`src/rtl/ptff_pkg.sv`:
```
// ----------------------------------------------------------------------------
// ptff_pkg
// Shared types and constants for the permutation table with flag filter.
// ----------------------------------------------------------------------------
`default_nettype none

package ptff_pkg;

  localparam int DEF_MAX_ELEMENTS = 1024;
  localparam int DEF_FLAG_BITS    = 32;

  localparam int FUNC_W = 3;
  localparam int MASK_W = 32;

  localparam logic [FUNC_W-1:0] FN_SWAP  = 3'd0;
  localparam logic [FUNC_W-1:0] FN_SET   = 3'd1;
  localparam logic [FUNC_W-1:0] FN_CLEAR = 3'd2;
  localparam logic [FUNC_W-1:0] FN_ZERO  = 3'd3;
  localparam logic [FUNC_W-1:0] FN_RDVIS = 3'd4;
  localparam logic [FUNC_W-1:0] FN_RDPHY = 3'd5;

  // Command class of an incoming beat
  typedef enum logic [2:0] {
    K_SWAP = 3'd0,
    K_FLAG = 3'd1,
    K_VIS  = 3'd2,
    K_PHYS = 3'd3,
    K_BAD  = 3'd4
  } kind_t;

  // Controller -> datapath
  typedef struct packed {
    logic accept;
    logic init_step;
    logic swap_w1;
    logic swap_w2;
    logic flag_rd;
    logic flag_w;
    logic scan_rd;
    logic scan_chk;
    logic out_load;
  } cmd_t;

  // Datapath -> controller
  typedef struct packed {
    kind_t in_kind;
    logic  in_err;
    logic  sweep_last;
    logic  hit;
    logic  out_free;
  } sts_t;

endpackage

`default_nettype wire

```
`src/rtl/ptff_ctrl.sv`:
```
// ----------------------------------------------------------------------------
// ptff_ctrl
// Command sequencer: init sweep, per-command memory steps, flag scan, result.
// ----------------------------------------------------------------------------
`default_nettype none

module ptff_ctrl (
  input  wire logic          clk,
  input  wire logic          rst,
  input  wire logic          cfg_we,
  input  wire logic          in_valid,
  output logic               in_ready,
  input  wire ptff_pkg::sts_t sts,
  output ptff_pkg::cmd_t     cmd
);
  import ptff_pkg::*;

  typedef enum logic [8:0] {
    S_INIT   = 9'b000000001,
    S_IDLE   = 9'b000000010,
    S_SWAP1  = 9'b000000100,
    S_SWAP2  = 9'b000001000,
    S_FLRD   = 9'b000010000,
    S_FLWR   = 9'b000100000,
    S_SCAN   = 9'b001000000,
    S_CHECK  = 9'b010000000,
    S_RESULT = 9'b100000000
  } state_t;

  state_t state, state_next;

  always_ff @(posedge clk) begin
    if (rst) begin
      state <= S_INIT;
    end else begin
      state <= state_next;
    end
  end

  always_comb begin
    state_next = state;
    unique case (state)
      S_INIT:   if (sts.sweep_last) state_next = S_IDLE;
      S_IDLE: begin
        if (in_valid) begin
          if (sts.in_err) begin
            state_next = S_RESULT;
          end else begin
            unique case (sts.in_kind)
              K_SWAP:  state_next = S_SWAP1;
              K_FLAG:  state_next = S_FLRD;
              K_VIS:   state_next = S_SCAN;
              default: state_next = S_RESULT;
            endcase
          end
        end
      end
      S_SWAP1:  state_next = S_SWAP2;
      S_SWAP2:  state_next = S_RESULT;
      S_FLRD:   state_next = S_FLWR;
      S_FLWR:   state_next = S_RESULT;
      S_SCAN:   state_next = S_CHECK;
      S_CHECK:  state_next = sts.hit ? S_RESULT : S_SCAN;
      S_RESULT: if (sts.out_free) state_next = S_IDLE;
      default:  state_next = S_INIT;
    endcase
    // a size write restarts the table sweep
    if (cfg_we) state_next = S_INIT;
  end

  assign in_ready = (state == S_IDLE);

  always_comb begin
    cmd           = '0;
    cmd.accept    = (state == S_IDLE) && in_valid;
    cmd.init_step = (state == S_INIT);
    cmd.swap_w1   = (state == S_SWAP1);
    cmd.swap_w2   = (state == S_SWAP2);
    cmd.flag_rd   = (state == S_FLRD);
    cmd.flag_w    = (state == S_FLWR);
    cmd.scan_rd   = (state == S_SCAN);
    cmd.scan_chk  = (state == S_CHECK);
    cmd.out_load  = (state == S_RESULT) && sts.out_free;
  end

  a_no_accept_busy: assert property (@(posedge clk) disable iff (rst)
    cmd.accept |=> !in_ready)
    else $error("accepted a beat and stayed ready");

  a_swap_pair: assert property (@(posedge clk) disable iff (rst)
    (cmd.swap_w1 && !cfg_we) |=> cmd.swap_w2)
    else $error("swap first write not followed by second");

  a_flag_pair: assert property (@(posedge clk) disable iff (rst)
    (cmd.flag_rd && !cfg_we) |=> cmd.flag_w)
    else $error("flag read not followed by write");

endmodule

`default_nettype wire

```
`config.mk`:
```
export PLATFORM = sky130hd
export DESIGN_NAME = ptff_ctrl
export DESIGN_NICKNAME = d
export VERILOG_FILES = /design/src/rtl/ptff_pkg.sv /design/src/rtl/ptff_ctrl.sv
export SDC_FILE = /design/constraint.sdc
export NUM_CORES = 1
export LEC_CHECK = 0
export ABC_AREA = 1
export BUFFER_PORTS_ARGS = -buffer_cell sky130_fd_sc_hd__buf_2
export CAP_MARGIN = 25
export CORE_MARGIN = 2
export CORE_UTILIZATION = 43
export DETAILED_ROUTE_END_ITERATION = 10
export PLACE_DENSITY = 0.8
export SYNTH_ARGS = -nofsm -noshare
export SYNTH_HDL_FRONTEND = slang
export SYNTH_SLANG_ARGS = --single-unit
export TNS_END_PERCENT = 10
```
`constraint.sdc`:
```
create_clock -name clk -period 1.15 [get_ports clk]
set_input_delay 0.1725 -clock clk [delete_from_list [all_inputs] [get_ports clk]]
set_output_delay 0.1725 -clock clk [all_outputs]
set_load 0.05 [all_outputs]
```
# Word level (Yosys, flattened, before mapping)
# Cells that the tools add are included.
[word_totals] ff_bits=9 input_bits=11 output_inout_bits=10 elab_cells=28
[classes] n_eq_ne=14 n_mux=7 n_reduce_logical=6
[op_table] operator="$pmux 9 s8" n=1
[op_table] operator="$mux 9" n=5
[op_table] operator="$pmux 9 s3" n=1
[op_table] operator="$eq 9x1->1 const B" n=1
[op_table] operator="$eq 9x2->1 const B" n=1
[op_table] operator="$eq 9x3->1 const B" n=1
[op_table] operator="$eq 9x4->1 const B" n=1
[op_table] operator="$eq 9x5->1 const B" n=1
[op_table] operator="$eq 9x6->1 const B" n=1
[op_table] operator="$eq 9x7->1 const B" n=1
[op_table] operator="$eq 9x8->1 const B" n=1
[op_table] operator="$eq 9x9->1 const B" n=1
[op_table] operator="$ne 2x2->1 const B" n=3
[op_table] operator="$reduce_or 2->1" n=2
[op_table] operator="$eq 3x1->1 const B" n=1
[op_table] operator="$eq 3x2->1 const B" n=1
[op_table] operator="$logic_not 3->1" n=1
[op_table] operator="$reduce_and 3->1" n=1
[op_table] operator="$logic_and 1x1->1" n=2

# Depth between registers and ports, before layout
[depth] ltp_word=5 ltp_mapped=9 depth_no_buf=9

# Worst setup path before layout
# Ideal clock, no wire load.
[synth_timing] path_type="reg2reg" from="register state[4]" to="register state[2]" setup_ns=0.080 t_arrival_ns=1.619 required_ns=1.070 setup_slack_ns=-0.549 stages_incl_launch_ff=6 n_path_buf=0 period_less_slack_ns=1.699 cell_sequence="dfxtp_1 nor2_4 nand3_4 nor3_2 nand3_1 nor3_1"
[synth_between] elab_chain_cells=3 word_cells_on_any_way=15 classes_between="eq/ne: 12; mux: 1; reduce/logical: 2"
[synth_rtl] element="start: declaration" line_no="ptff_ctrl.sv:30" text="state_t state, state_next;"
[synth_rtl] element="start signal: assignment" line_no="ptff_ctrl.sv:36" text="state <= state_next;"
[synth_rtl] element="$eq 9x6->1, or another cell as far along" line_no="ptff_ctrl.sv:42" text="unique case (state)"
[synth_rtl] element="$reduce_or 2->1 (no line) / $ne 2x2->1 (equally long branches)"
[synth_rtl] element="$pmux 9 s8 / $reduce_and 3->1 (equally long branches)"
# Parallel ways exist; a longest one is shown, timed or not.
# A chain may end at the register's enable or synchronous reset.

==> flow_summary.yaml <==
timing:
  skew_ns: 0.00452
  worst_pin_slew_ns: 0.287
  fin_tns_setup_ns: -5.33
  period_needed_ns: 1.55
  setup_viol: 19
  max_slew_margin_pct: 80.9
  fmax_mhz: 644
  min_period_over_period_pct: 135
  drv_slew: 0
  rsz0062_at_grt: "yes"
  fin_ws_ns: -0.403
  final_hold_viol_count: 0
cells_and_area:
  regArea_um2: 189
  largest_register_ffs: 9
  num-fill-cells: 111
  syn2layout_area_growth_pct: 69.8
  reg_top3: "state x9"
  regMostFlops: "state"
  fin_cells: 161
  drive_gt1_share_pct: 57.2
  antenna_cells: 0
  fin_util_pct: 76.5
  multi_input_area_um2: 508
  nets: 157
global_routing:
  grt_pass1_vias: 805
  grt_overflow_total: 0
  grt_max_degree: 8
  antenna_found_initial: 0
  grt_use_total_pct: 23.3
  grt_pass1_wl_um: 3180
floorplan:
  core_area_mm2: 0.00147
  start_util_pct: 45.1
  ioPinCount: 21
  die_area_mm2: 0.00187
  die_w_um: 43.3
  rows: 14
  fp.dieH_um: 43.3
yosys:
  yosysMostFrequentCell: "nor2_1"
  synth_top_cell_by_area: "dfxtp_1"
  synthTopCellsByArea: "dfxtp_1 27%, nor2_1 11%, nand2_1 9.1%, inv_1 8.5%, nand3_1 8.3%"
  yosys-top-cells-count: "19 x nor2_1, 16 x nand2_1, 15 x inv_1"
  syn_nets: 113
  yosys.area.top_type_share_pct: 27.2
  synthCells: 102
  synthAdderAreaFrac_pct: 0
  ys.flop_type: "dfxtp_1"
  synth.area.mux_share_pct: 0
  yosysSeqAreaShare_pct: 27.2
  synth_edf_count: 0
  synth-seq-cells: 9
  avgSynthCellArea_um2: 6.50
  synthXorXnorAreaFrac_pct: 0
  yosys_warnings: 0
  synth-simple-area-share_pct: 58.5
  synth_cell_types: 19
  netlist_area_um2: 663
  async_flop_share_pct: 0
  synth_compound_area_share_pct: 4.15
  synth_top_family_by_area: "simple AND/OR/NAND/NOR gates"
critical_path:
  worstReg2RegEnd: "state[0]$_SDFFE_PP1P_"
  rrSetupSlack_ns: -0.28
  cp.arrival_ns: 1.38
  cp.required_ns: 0.98
  path_class: "register to primary output"
  worst_setup_path_start_kind: "register"
  rr_worst_depth: 9
  startpoint: "state[6]$_SDFFE_PP0P_"
  r2r_start: "state[6]$_SDFFE_PP0P_"
  crit_end: "cmd[8]"
  end_kind: "primary output"
  worstPathMaxFanout: 5
clock_network:
  clkLatencyLatePin_ns: 0.28
  cts_tree: "built"
  htree_levels: 1
  cts_buffer_depth: 2
  cts_buffers: 3
  cts.clk_slew.worst_paths_ns: 0.07
  clkSinkCount: 9
  cts_root_buffer: "clkbuf_4"
  cts_hold_buf: 0
placement:
  dp.cells: 153
  port_buffers: 20
  dp_hpwl_um: 1480
  finalWeightedCongestion: 0.908
drt:
  drc: 0
  route.vias.total: 845
  wl_um: 2070
  vias_per_cell: 5.25
  drt-initial-drc-count: 13
  first_pass_iters: 4
  drt.antenna.violating_nets: 0
  routedWlPerCell_um: 12.9
status:
  outcome: "finished with violations"
  violations: "setup timing"
flow_run:
  max_cap_violations: 0
min_path:
  min_path_type: "input pin to register"
  hold_start: "sts[4]"
power:
  peakVddDrop_mv: 0.752
  total_power_uw: 891
  p_leak_nw: 0.559
  power_density_mw_per_mm2: 791
[repair_timing]
item	CTS	global route
pin swaps	8	10
gates resized for setup	30	18
setup endpoints to repair	19	19
setup buffers	2	2
[final cells by class]
type                       count  area share (%)
clock buffer                   4            2.33
inverter                      18            6.22
multi-input combinational     75            45.1
sequential                     9            16.8
tap                           16            1.78
timing repair buffer          39            27.8
[power by group]
part           total, mW  switching [mW]  internal, mW
clock              0.266           0.131         0.135
combinational      0.290           0.173         0.117
sequential         0.335          0.0119         0.323
total              0.891           0.316         0.574
[worst max-delay path: stages (launching register included)]
cell and delay, ns:
dfxtp_2 0.34, nor2_4 0.21, nand3_4 0.18, nor3_4 0.18, buf_6 0.18
[layer usage]
| layer | share of wire [%] | GRT usage [%] | vias to the layer above |
|---|---|---|---|
| met5 | 0 | 0 | - |
| li1 | - | - | 414 |
| met3 | 4.6 | 5.53 | 5 |
| met2 | 52 | 42.1 | 28 |
| met1 | 41 | 24.5 | 398 |
| met4 | 1.6 | 12.1 | 0 |
[kinds of logic (layout without fill, tap and decap cells)]
group,Yosys count,count (layout)
and+or+nand+nor,70,70
buffers and inverters,18,61
DFF,9,9
AOI/OAI and AO/OA,5,5
[worst min path at each step]
stage | end | slack, ns | depth (start not counted)
after floorplan | state[2]$_SDFFE_PP0P_ | 0.25 | 1
after global routing | state[2]$_SDFFE_PP0P_ | 0.10 | 2
after global placement | state[2]$_SDFFE_PP0P_ | 0.37 | 2
final | state[2]$_SDFFE_PP0P_ | 0.1 | 2
after CTS | state[2]$_SDFFE_PP0P_ | 0.09 | 2
after detailed placement | state[2]$_SDFFE_PP0P_ | 0.37 | 2
[through the flow]
stage          setup WS [ns]  hold WS [ns]  area (µm²)
2_1_floorplan         -0.323         0.252         684
3_3_place_gp          -0.160         0.374         917
3_5_place_dp          -0.202         0.374         917
4_1_cts               -0.359        0.0866        1050
5_1_grt               -0.442         0.102        1130
6_report              -0.403        0.0952        1130
[cell usage in the layout, fill, tap and decap left out, types with 2 or more instances in the layout]
cell type	Yosys	final
buf_2	0	10
buf_4	0	18
buf_6	0	10
clkbuf_4	0	3
dfxtp_1	9	2
dfxtp_2	0	7
inv_1	15	14
inv_2	3	3
nand2_1	16	13
nand2_2	0	3
nand3_1	11	7
nand3_2	2	6
nand3_4	2	2
nand4_1	2	2
nor2_1	19	14
nor2_2	5	5
nor2_4	4	9
nor3_1	6	3
nor3_2	1	2
nor3_4	0	2
o21ai_0	2	2
Note: power is estimated with default switching activity, not from simulation.
